File: src/rtl/ric_pkg.sv
// Shared types and constants for the reference-counted inode cache.
package ric_pkg;

  // Field widths fixed by the interface.
  localparam int DEVICE_W = 16;
  localparam int INODE_W  = 12;
  localparam int COUNT_W  = 8;
  localparam int STATUS_W = 3;
  localparam int SLOT_W   = 5;
  localparam int SECTOR_W = 16;
  localparam int OFFSET_W = 4;
  localparam int IMAP_W   = 8;
  localparam int SMAP_W   = 12;
  localparam int CFG_W    = 12;
  localparam int CFG_IDX_W = 1;

  // Default configuration of the table.
  localparam int DEFAULT_TABLE_SLOTS       = 32;
  localparam int DEFAULT_INODES_PER_SECTOR = 16;

  // The boot sector and the super block precede the bitmaps.
  localparam logic [SECTOR_W-1:0] LEAD_SECTORS = SECTOR_W'(1 + 1);

  localparam logic [COUNT_W-1:0] COUNT_MAX = '1;

  // Result status codes.
  localparam logic [STATUS_W-1:0] ST_HIT      = 3'd0;
  localparam logic [STATUS_W-1:0] ST_ALLOC    = 3'd1;
  localparam logic [STATUS_W-1:0] ST_RELEASED = 3'd2;
  localparam logic [STATUS_W-1:0] ST_FULL     = 3'd3;
  localparam logic [STATUS_W-1:0] ST_ZERO     = 3'd4;
  localparam logic [STATUS_W-1:0] ST_FREE_REL = 3'd5;

  // Command codes.
  localparam logic CMD_ACQUIRE = 1'b0;
  localparam logic CMD_RELEASE = 1'b1;

  // Configuration register indexes.
  localparam logic [CFG_IDX_W-1:0] CFG_IMAP = 1'b0;
  localparam logic [CFG_IDX_W-1:0] CFG_SMAP = 1'b1;

  // One slot of the table as stored in memory.
  typedef struct packed {
    logic [COUNT_W-1:0]  count;
    logic [DEVICE_W-1:0] device;
    logic [INODE_W-1:0]  inode;
  } entry_t;

endpackage

File: src/rtl/ric_slot_ram.sv
// Slot table memory with one read and one write port and per-slot valid bits.
module ric_slot_ram #(
  parameter int TABLE_SLOTS = ric_pkg::DEFAULT_TABLE_SLOTS,
  parameter int ADDR_W      = $clog2(TABLE_SLOTS)
) (
  input  logic                clk,
  input  logic                rst,
  input  logic [ADDR_W-1:0]   rd_addr,
  output ric_pkg::entry_t     rd_entry,
  input  logic                wr_en,
  input  logic [ADDR_W-1:0]   wr_addr,
  input  ric_pkg::entry_t     wr_entry
);
  import ric_pkg::*;

  entry_t                 mem [TABLE_SLOTS];
  logic [TABLE_SLOTS-1:0] valid;
  entry_t                 rd_raw;
  logic                   rd_valid;

  // Storage array: registered read, single write.
  always_ff @(posedge clk) begin
    if (wr_en) begin
      mem[wr_addr] <= wr_entry;
    end
    rd_raw <= mem[rd_addr];
  end

  // Valid bits make a slot that was never written read as free.
  always_ff @(posedge clk) begin
    if (rst) begin
      valid    <= '0;
      rd_valid <= 1'b0;
    end else begin
      if (wr_en) begin
        valid[wr_addr] <= 1'b1;
      end
      rd_valid <= valid[rd_addr];
    end
  end

  // Never-written slots show a zero count.
  always_comb begin
    rd_entry        = rd_raw;
    rd_entry.count  = rd_valid ? rd_raw.count : '0;
  end

endmodule

File: src/rtl/ric_sector_calc.sv
// Two-stage computation of the disk sector and entry offset of an inode.
module ric_sector_calc #(
  parameter int INODES_PER_SECTOR = ric_pkg::DEFAULT_INODES_PER_SECTOR
) (
  input  logic                          clk,
  input  logic [ric_pkg::INODE_W-1:0]   index,
  input  logic [ric_pkg::IMAP_W-1:0]    imap_sectors,
  input  logic [ric_pkg::SMAP_W-1:0]    smap_sectors,
  output logic [ric_pkg::SECTOR_W-1:0]  sector,
  output logic [ric_pkg::OFFSET_W-1:0]  offset
);
  import ric_pkg::*;

  // Reciprocal multiplication, exact for every index of INODE_W bits.
  localparam int SHIFT  = INODE_W + $clog2(INODES_PER_SECTOR);
  localparam int MULT   = ((1 << SHIFT) + INODES_PER_SECTOR - 1) / INODES_PER_SECTOR;
  localparam int MULT_W = SHIFT + 1;
  localparam int PROD_W = INODE_W + MULT_W;
  localparam int IPS_W  = $clog2(INODES_PER_SECTOR + 1);
  localparam int REM_W  = INODE_W + IPS_W;

  logic [PROD_W-1:0]  product;
  logic [INODE_W-1:0] quot;
  logic [INODE_W-1:0] index_d;
  logic [REM_W-1:0]   quot_scaled;
  logic [REM_W-1:0]   remainder;

  assign product = PROD_W'(index) * PROD_W'(MULT_W'(MULT));

  // First stage: quotient.
  always_ff @(posedge clk) begin
    quot    <= product[SHIFT +: INODE_W];
    index_d <= index;
  end

  assign quot_scaled = REM_W'(quot) * REM_W'(IPS_W'(INODES_PER_SECTOR));
  assign remainder   = REM_W'(index_d) - quot_scaled;

  // Second stage: remainder and sector sum.
  always_ff @(posedge clk) begin
    offset <= remainder[OFFSET_W-1:0];
    sector <= LEAD_SECTORS + SECTOR_W'(imap_sectors) + SECTOR_W'(smap_sectors)
              + SECTOR_W'(quot);
  end

endmodule

File: src/rtl/refcounted_inode_cache.sv
// Top level of the reference-counted inode cache.
//
//   Channel  Signals                                   Direction  Transfer when
//   in       command device inode_number release_slot   in         in_valid & in_ready
//   out      status slot fetch_sector entry_offset      out        out_valid & out_ready
//            use_count
//   cfg      cfg_index cfg_data                         in         cfg_write
//
// An acquire is accepted, reads the slot memory once per slot and then updates the slot.
// A release, a zero inode or an out-of-range slot is accepted and answered without a scan.
// Reset clears every count at once through the valid bits; no clearing pass.
// A result held on a stalled output blocks only the final update cycle of the next item.
module refcounted_inode_cache #(
  parameter int TABLE_SLOTS       = ric_pkg::DEFAULT_TABLE_SLOTS,
  parameter int INODES_PER_SECTOR = ric_pkg::DEFAULT_INODES_PER_SECTOR
) (
  input  logic                            clk,
  input  logic                            rst,
  input  logic                            in_valid,
  output logic                            in_ready,
  input  logic                            command,
  input  logic [ric_pkg::DEVICE_W-1:0]    device,
  input  logic [ric_pkg::INODE_W-1:0]     inode_number,
  input  logic [ric_pkg::SLOT_W-1:0]      release_slot,
  output logic                            out_valid,
  input  logic                            out_ready,
  output logic [ric_pkg::STATUS_W-1:0]    status,
  output logic [ric_pkg::SLOT_W-1:0]      slot,
  output logic [ric_pkg::SECTOR_W-1:0]    fetch_sector,
  output logic [ric_pkg::OFFSET_W-1:0]    entry_offset,
  output logic [ric_pkg::COUNT_W-1:0]     use_count,
  input  logic                            cfg_write,
  input  logic [ric_pkg::CFG_IDX_W-1:0]   cfg_index,
  input  logic [ric_pkg::CFG_W-1:0]       cfg_data
);
  import ric_pkg::*;

  localparam int ADDR_W = $clog2(TABLE_SLOTS);
  localparam logic [ADDR_W-1:0] LAST_SLOT = ADDR_W'(TABLE_SLOTS - 1);

  typedef enum logic [2:0] {
    S_IDLE,
    S_SCAN,
    S_DECIDE,
    S_RELEASE,
    S_REPLY
  } state_t;

  state_t               state;
  logic                 cmd_q;
  logic [DEVICE_W-1:0]  dev_q;
  logic [INODE_W-1:0]   num_q;
  logic [INODE_W-1:0]   index_q;
  logic [SLOT_W-1:0]    rel_q;
  logic [ADDR_W-1:0]    rel_addr_q;
  logic [ADDR_W-1:0]    chk_idx;
  logic                 hit_found;
  logic [ADDR_W-1:0]    hit_idx;
  logic [COUNT_W-1:0]   hit_count;
  logic                 free_found;
  logic [ADDR_W-1:0]    free_idx;
  logic [IMAP_W-1:0]    imap_sectors;
  logic [SMAP_W-1:0]    smap_sectors;

  logic [ADDR_W-1:0]    rd_addr;
  entry_t               rd_entry;
  logic                 wr_en;
  logic [ADDR_W-1:0]    wr_addr;
  entry_t               wr_entry;

  logic [SECTOR_W-1:0]  calc_sector;
  logic [OFFSET_W-1:0]  calc_offset;

  logic [31:0]          rel_wide;
  logic [ADDR_W-1:0]    rel_addr_in;
  logic                 rel_in_range;
  logic                 in_fire;
  logic                 out_free;
  logic                 in_use;
  logic                 tag_match;

  logic                 load_out;
  logic [STATUS_W-1:0]  res_status;
  logic [SLOT_W-1:0]    res_slot;
  logic [SECTOR_W-1:0]  res_sector;
  logic [OFFSET_W-1:0]  res_offset;
  logic [COUNT_W-1:0]   res_count;
  logic [31:0]          idx_wide;
  logic [COUNT_W-1:0]   hit_count_next;

  assign in_ready     = (state == S_IDLE);
  assign in_fire      = in_valid && in_ready;
  assign out_free     = !out_valid || out_ready;
  assign rel_wide     = 32'(release_slot);
  assign rel_addr_in  = rel_wide[ADDR_W-1:0];
  assign rel_in_range = (rel_wide < 32'(TABLE_SLOTS));

  assign in_use    = (rd_entry.count != '0);
  assign tag_match = in_use && (rd_entry.device == dev_q) && (rd_entry.inode == num_q);
  assign hit_count_next = (hit_count == COUNT_MAX) ? COUNT_MAX : hit_count + 1'b1;

  ric_slot_ram #(
    .TABLE_SLOTS (TABLE_SLOTS),
    .ADDR_W      (ADDR_W)
  ) u_ram (
    .clk      (clk),
    .rst      (rst),
    .rd_addr  (rd_addr),
    .rd_entry (rd_entry),
    .wr_en    (wr_en),
    .wr_addr  (wr_addr),
    .wr_entry (wr_entry)
  );

  ric_sector_calc #(
    .INODES_PER_SECTOR (INODES_PER_SECTOR)
  ) u_calc (
    .clk          (clk),
    .index        (index_q),
    .imap_sectors (imap_sectors),
    .smap_sectors (smap_sectors),
    .sector       (calc_sector),
    .offset       (calc_offset)
  );

  // Memory read address: the slot to look at in the next cycle.
  always_comb begin
    rd_addr = '0;
    case (state)
      S_IDLE:    rd_addr = (command == CMD_RELEASE) ? rel_addr_in : '0;
      S_SCAN:    rd_addr = (chk_idx == LAST_SLOT) ? '0 : chk_idx + 1'b1;
      S_RELEASE: rd_addr = rel_addr_q;
      default:   rd_addr = '0;
    endcase
  end

  // Result selection and slot update for the closing cycle of each item.
  always_comb begin
    load_out   = 1'b0;
    res_status = ST_ZERO;
    res_slot   = '0;
    res_sector = '0;
    res_offset = '0;
    res_count  = '0;
    idx_wide   = '0;
    wr_en      = 1'b0;
    wr_addr    = '0;
    wr_entry   = '{count: '0, device: dev_q, inode: num_q};
    case (state)
      S_DECIDE: begin
        load_out = out_free;
        if (hit_found) begin
          idx_wide       = 32'(hit_idx);
          res_status     = ST_HIT;
          res_slot       = idx_wide[SLOT_W-1:0];
          res_count      = hit_count_next;
          wr_en          = out_free;
          wr_addr        = hit_idx;
          wr_entry.count = hit_count_next;
        end else if (free_found) begin
          idx_wide       = 32'(free_idx);
          res_status     = ST_ALLOC;
          res_slot       = idx_wide[SLOT_W-1:0];
          res_sector     = calc_sector;
          res_offset     = calc_offset;
          res_count      = COUNT_W'(1);
          wr_en          = out_free;
          wr_addr        = free_idx;
          wr_entry.count = COUNT_W'(1);
        end else begin
          res_status = ST_FULL;
        end
      end
      S_RELEASE: begin
        load_out = out_free;
        res_slot = rel_q;
        if (rd_entry.count == '0) begin
          res_status = ST_FREE_REL;
        end else begin
          res_status = ST_RELEASED;
          res_count  = rd_entry.count - 1'b1;
          wr_en      = out_free;
          wr_addr    = rel_addr_q;
          wr_entry   = '{count: rd_entry.count - 1'b1, device: rd_entry.device,
                         inode: rd_entry.inode};
        end
      end
      S_REPLY: begin
        load_out = out_free;
        if (cmd_q == CMD_RELEASE) begin
          res_status = ST_FREE_REL;
          res_slot   = rel_q;
        end else begin
          res_status = ST_ZERO;
        end
      end
      default: load_out = 1'b0;
    endcase
  end

  // Configuration registers.
  always_ff @(posedge clk) begin
    if (rst) begin
      imap_sectors <= IMAP_W'(1);
      smap_sectors <= SMAP_W'(1);
    end else if (cfg_write) begin
      case (cfg_index)
        CFG_IMAP: imap_sectors <= cfg_data[IMAP_W-1:0];
        CFG_SMAP: smap_sectors <= cfg_data[SMAP_W-1:0];
        default:  imap_sectors <= imap_sectors;
      endcase
    end
  end

  // Request capture; the payload needs no reset.
  always_ff @(posedge clk) begin
    if (in_fire) begin
      cmd_q      <= command;
      dev_q      <= device;
      num_q      <= inode_number;
      index_q    <= inode_number - 1'b1;
      rel_q      <= release_slot;
      rel_addr_q <= rel_addr_in;
    end
  end

  // Sequencer, scan bookkeeping and the output register.
  always_ff @(posedge clk) begin
    if (rst) begin
      state      <= S_IDLE;
      out_valid  <= 1'b0;
      chk_idx    <= '0;
      hit_found  <= 1'b0;
      free_found <= 1'b0;
    end else begin
      if (load_out) begin
        out_valid    <= 1'b1;
        status       <= res_status;
        slot         <= res_slot;
        fetch_sector <= res_sector;
        entry_offset <= res_offset;
        use_count    <= res_count;
      end else if (out_ready) begin
        out_valid <= 1'b0;
      end

      case (state)
        S_IDLE: begin
          if (in_fire) begin
            chk_idx    <= '0;
            hit_found  <= 1'b0;
            free_found <= 1'b0;
            if (command == CMD_RELEASE) begin
              state <= rel_in_range ? S_RELEASE : S_REPLY;
            end else begin
              state <= (inode_number == '0) ? S_REPLY : S_SCAN;
            end
          end
        end
        S_SCAN: begin
          // The slot read last cycle is compared now; the first match wins.
          if (tag_match && !hit_found) begin
            hit_found <= 1'b1;
            hit_idx   <= chk_idx;
            hit_count <= rd_entry.count;
          end
          if (!in_use && !free_found) begin
            free_found <= 1'b1;
            free_idx   <= chk_idx;
          end
          chk_idx <= chk_idx + 1'b1;
          if (chk_idx == LAST_SLOT) begin
            state <= S_DECIDE;
          end
        end
        S_DECIDE, S_RELEASE, S_REPLY: begin
          if (out_free) begin
            state <= S_IDLE;
          end
        end
        default: state <= S_IDLE;
      endcase
    end
  end

  // An allocation always leaves the slot with a single user.
  a_alloc_count: assert property (@(posedge clk) disable iff (rst)
    out_valid && (status == ST_ALLOC) |-> (use_count == COUNT_W'(1)))
    else $error("allocation result with a count other than one");

  // Full and zero-inode results carry all-zero fields.
  a_empty_fields: assert property (@(posedge clk) disable iff (rst)
    out_valid && ((status == ST_FULL) || (status == ST_ZERO))
    |-> (slot == '0) && (use_count == '0) && (fetch_sector == '0) && (entry_offset == '0))
    else $error("full or zero-inode result with nonzero fields");

  // Only an allocation names a sector to fetch.
  a_sector_alloc_only: assert property (@(posedge clk) disable iff (rst)
    out_valid && (status != ST_ALLOC) |-> (fetch_sector == '0) && (entry_offset == '0))
    else $error("sector reported without allocation");

  // The slot memory is updated only together with the result it belongs to.
  a_write_with_result: assert property (@(posedge clk) disable iff (rst)
    wr_en |-> load_out && (state != S_IDLE) && (state != S_SCAN))
    else $error("slot write outside a closing cycle");

  // One item at a time: acceptance closes the input until the item is done.
  a_one_at_a_time: assert property (@(posedge clk) disable iff (rst)
    in_fire |=> !in_ready)
    else $error("input accepted while an item is in progress");

endmodule

File: config.mk
export PLATFORM = sky130hd
export DESIGN_NAME = refcounted_inode_cache
export DESIGN_NICKNAME = d
export VERILOG_FILES = /design/src/rtl/ric_pkg.sv /design/src/rtl/ric_slot_ram.sv /design/src/rtl/ric_sector_calc.sv /design/src/rtl/refcounted_inode_cache.sv
export SDC_FILE = /design/constraint.sdc
export NUM_CORES = 2
export LEC_CHECK = 0
export ABC_AREA = 1
export BUFFER_PORTS_ARGS = -buffer_cell sky130_fd_sc_hd__buf_2
export CAP_MARGIN = 5
export CORE_MARGIN = 2
export CORE_UTILIZATION = 43
export CTS_BUF_LIST = sky130_fd_sc_hd__clkbuf_2
export DETAILED_ROUTE_END_ITERATION = 16
export PLACE_DENSITY = 0.64
export SETUP_SLACK_MARGIN = 0.02
export SYNTH_ARGS = -nofsm -noshare
export SYNTH_HDL_FRONTEND = slang
export SYNTH_SLANG_ARGS = --single-unit
File: constraint.sdc
create_clock -name clk -period 3.6 [get_ports clk]
set_clock_uncertainty 0.05 [all_clocks]
set_input_delay 0.18 -clock clk [delete_from_list [all_inputs] [get_ports clk]]
set_output_delay 0.18 -clock clk [all_outputs]
set_load 0.01 [all_outputs]
==> qor.txt <==
status - finished, final reports clean
VDD IR-drop max - 369 µV
root cell of the clock tree - clkbuf_2
Crit Path Category - flip-flop to flip-flop
reg2reg end - u_ram.mem[26][14]
Pre-Repair DR Iteration Count - 6
Detail Placement HPWL - 84.8 mm
post-DR wirelength/cell - 20.9 µm
DR vias/cell - 5.30
Compound-Gate Fraction of Synth Area - 0.0882
post-synthesis sequential area ratio - 0.703
CTS max path bufs - 4
Clock transition at path regs - 110 ps
Pint - 0.0239 W
I/O pin count - 90
Skew-Pair Late Insertion Delay - 1690 ps
fin crit period - 3230 ps
Inserted Clock Buffers - 352
WP data arrival - 4410 ps
Iter 0 DRT Violations - 4440
die width - 368 µm
pwr/cell area - 518 nW/µm²
most common cell in the synthesized netlist - edfxtp_1
non-filler instance count after layout - 7385
fin crit share - 0.897
max-cap violation count - 0
ys async rst share - 0
Switch Pwr - 0.0102 W
CP endpoint - u_ram.mem[26][14]
worst hold slack - 229 ps
cell taking the most area after synthesis - edfxtp_1
grt total ovfl - 0
top cell type's share of synthesized area - 0.658
first-pass GRT wire length - 231 mm
DRC violations left - 0
sw frac - 0.300
post-synthesis mux area share - 0.000592
P_leak - 25.3 nW
setup TNS - 0 ps
largest family of logic cells by synthesized area - simple AND/OR/NAND/NOR gates
Initial Util - 0.433
yosys warns - 0
Sink Count - 1378
Post-CTS Hold Fix Bufs - 180
WL final - 154 mm
layout cells sized above 1 - 0.159
Worst setup SP type - flip-flop
Post-Synth Simple-Gate Area - 0.121
Clock H-tree levels - 5
final setup margin - 370 ps
Critical Path End Type - flip-flop
Synth top cells by count - edfxtp_1, nand2_1, inv_1
post-layout net count - 5449
Synth Flop Type - edfxtp_1
CTS tree - built
worst-path maximum fanout - 27
final slew viol count - 0
FP Rows - 133
WP data required - 4780 ps
Post-Place Cells - 6593
r2r setup slk - 370 ps
DRT antenna net count - 0
initial antenna violation count - 5
number of global-route vias before repair - 37800
DP Worst Slack - 496 ps
syn avg cell area - 11.8 µm²
cell area after synthesis - 57000 µm²
Final Hold Fails - 0
relative slew slack - 0.192
Peak Freq - 0.310 GHz
Sequential Power Share - 0.537
via count of the routed design - 39100
die height - 368 µm
overall global routing resource usage - 0.226
CTS resizes - 0
post-CTS setup buffer count - 0
RSZ-0062 raised after global routing - no
Syn Inst Count - 4839
number of synthesized flops with an enable pin - 1249
worst hold path class - input pin to flip-flop
area of the core - 132000 µm²
combinational share of power - 0.165
post-synthesis adder-cell area fraction - 0.00667
XOR/XNOR Fraction of Synth Area - 0.00676
placer congestion estimate - 0.862
Synth Register Bits - 1378
Clock power frac - 0.298
synth top area cells - edfxtp_1, o211ai_1, nand2_1
Yosys cell types - 42
Slew @ Worst Pin - 1210 ps
largest net degree at the start of global routing - 120
die area - 136000 µm²
I/O Buffers - 86
Final Setup Violations - 0
CP Launch Point - u_ram.rd_valid
Area Overhead vs Synth - 15.4%
reg2reg start - u_ram.rd_valid
R2R cell count - 12
## per-layer routing
metal / global-route usage / up-vias / wire length (µm)
met4: 0.0839 / 0 / 3890
met3: 0.0436 / 268 / 13600
met5: 0 / - / 0
met2: 0.358 / 1747 / 71600
met1: 0.310 / 18900 / 65200
li1: - / 18200 / -
## registers in the layout (all words and copies together), names as in the netlist, 12 cells and up
signal          cells
smap_sectors       12
u_calc.sector      13
u_ram.valid        32
dev_q              16
num_q              12
u_ram.rd_entry     28
fetch_sector       13
u_ram.mem        1152
index_q            12
## final cells by class
cell class                      instances  area (µm²)
Multi-Input combinational cell       2413       13000
Clock inverter                         77         349
Inverter                              778        2930
Clock buffer                          528        2640
Tap cell                             1755        2200
Fill cell                           11600       65800
Antenna cell                            7        17.5
Sequential cell                      1378       40100
Timing Repair Buffer                  449        4550
## cells by family (layout without fill, tap and decap cells)
family                   Yosys count  after routing
other                              1             10
adder cells (fa/ha/maj)           25             25
buffers and inverters           1050           1832
flip-flops                      1378           1378
XOR/XNOR                          44             44
AO/OA/AOI/OAI                    704            704
AND/OR/NAND/NOR                 1634           1634
multiplexers                       3              3
## stage by stage
| step | power, W | cell area [µm²] | util |
|---|---|---|---|
| 2_1_floorplan | 0.0222 | 57000 | - |
| 3_3_place_gp | 0.0240 | 61000 | 0.463 |
| 3_5_place_dp | 0.0241 | 61000 | 0.463 |
| 4_1_cts | 0.0343 | 65800 | 0.500 |
| 5_1_grt | 0.0358 | 65800 | 0.500 |
| 6_report | 0.0341 | 65800 | 0.500 |
## layout by cell type (no fill, tap or decap), drive strengths merged, types with 2 or more instances in the layout
cell,instances
nor2,160
o2111ai,2
nand3,497
clkbuf,528
ha,16
xor2,35
bufinv,2
conb,3
o211ai,582
o22ai,10
a21oi,41
fa,9
mux2,3
o21ai,62
nand2,929
nand3b,2
dlygate4sd3,179
nor3,15
dfxtp,129
a22o,2
nand4,17
or2,12
inv,782
buf,270
clkinv,70
edfxtp,1249
diode,7
xnor2,9
## how the worst min path moves through the flow
stage | to | start | cells after the start
6_report | dev_q[7] | device[7] | 4
5_1_grt | dev_q[8] | device[8] | 4
4_1_cts | dev_q[8] | device[8] | 4
3_5_place_dp | u_calc.offset[1] | u_calc.index_d[1] | 0
3_3_place_gp | u_calc.offset[1] | u_calc.index_d[1] | 0
2_1_floorplan | cmd_q | command | 0
## worst max-delay path, stage by stage, from the launching register on
cell and delay (ps):
dfxtp_1 450, nand2_1 110, ha_1 240, inv_1 80, nor2_1 70, nand2_2 80, inv_2 50, o21ai_1 430
inv_1 240, nor2_1 190, nand2_1 250, nor2_4 210, buf_12 320
## power groups by stage
stage	registers [W]	clock network [W]	logic (W)
2_1_floorplan	0.0186	0	0.00359
3_3_place_gp	0.0187	0	0.00534
3_5_place_dp	0.0187	0	0.00543
4_1_cts	0.0183	0.0104	0.00561
5_1_grt	0.0183	0.0112	0.00621
6_report	0.0183	0.0102	0.00564
(Power assumes the default switching activity.)
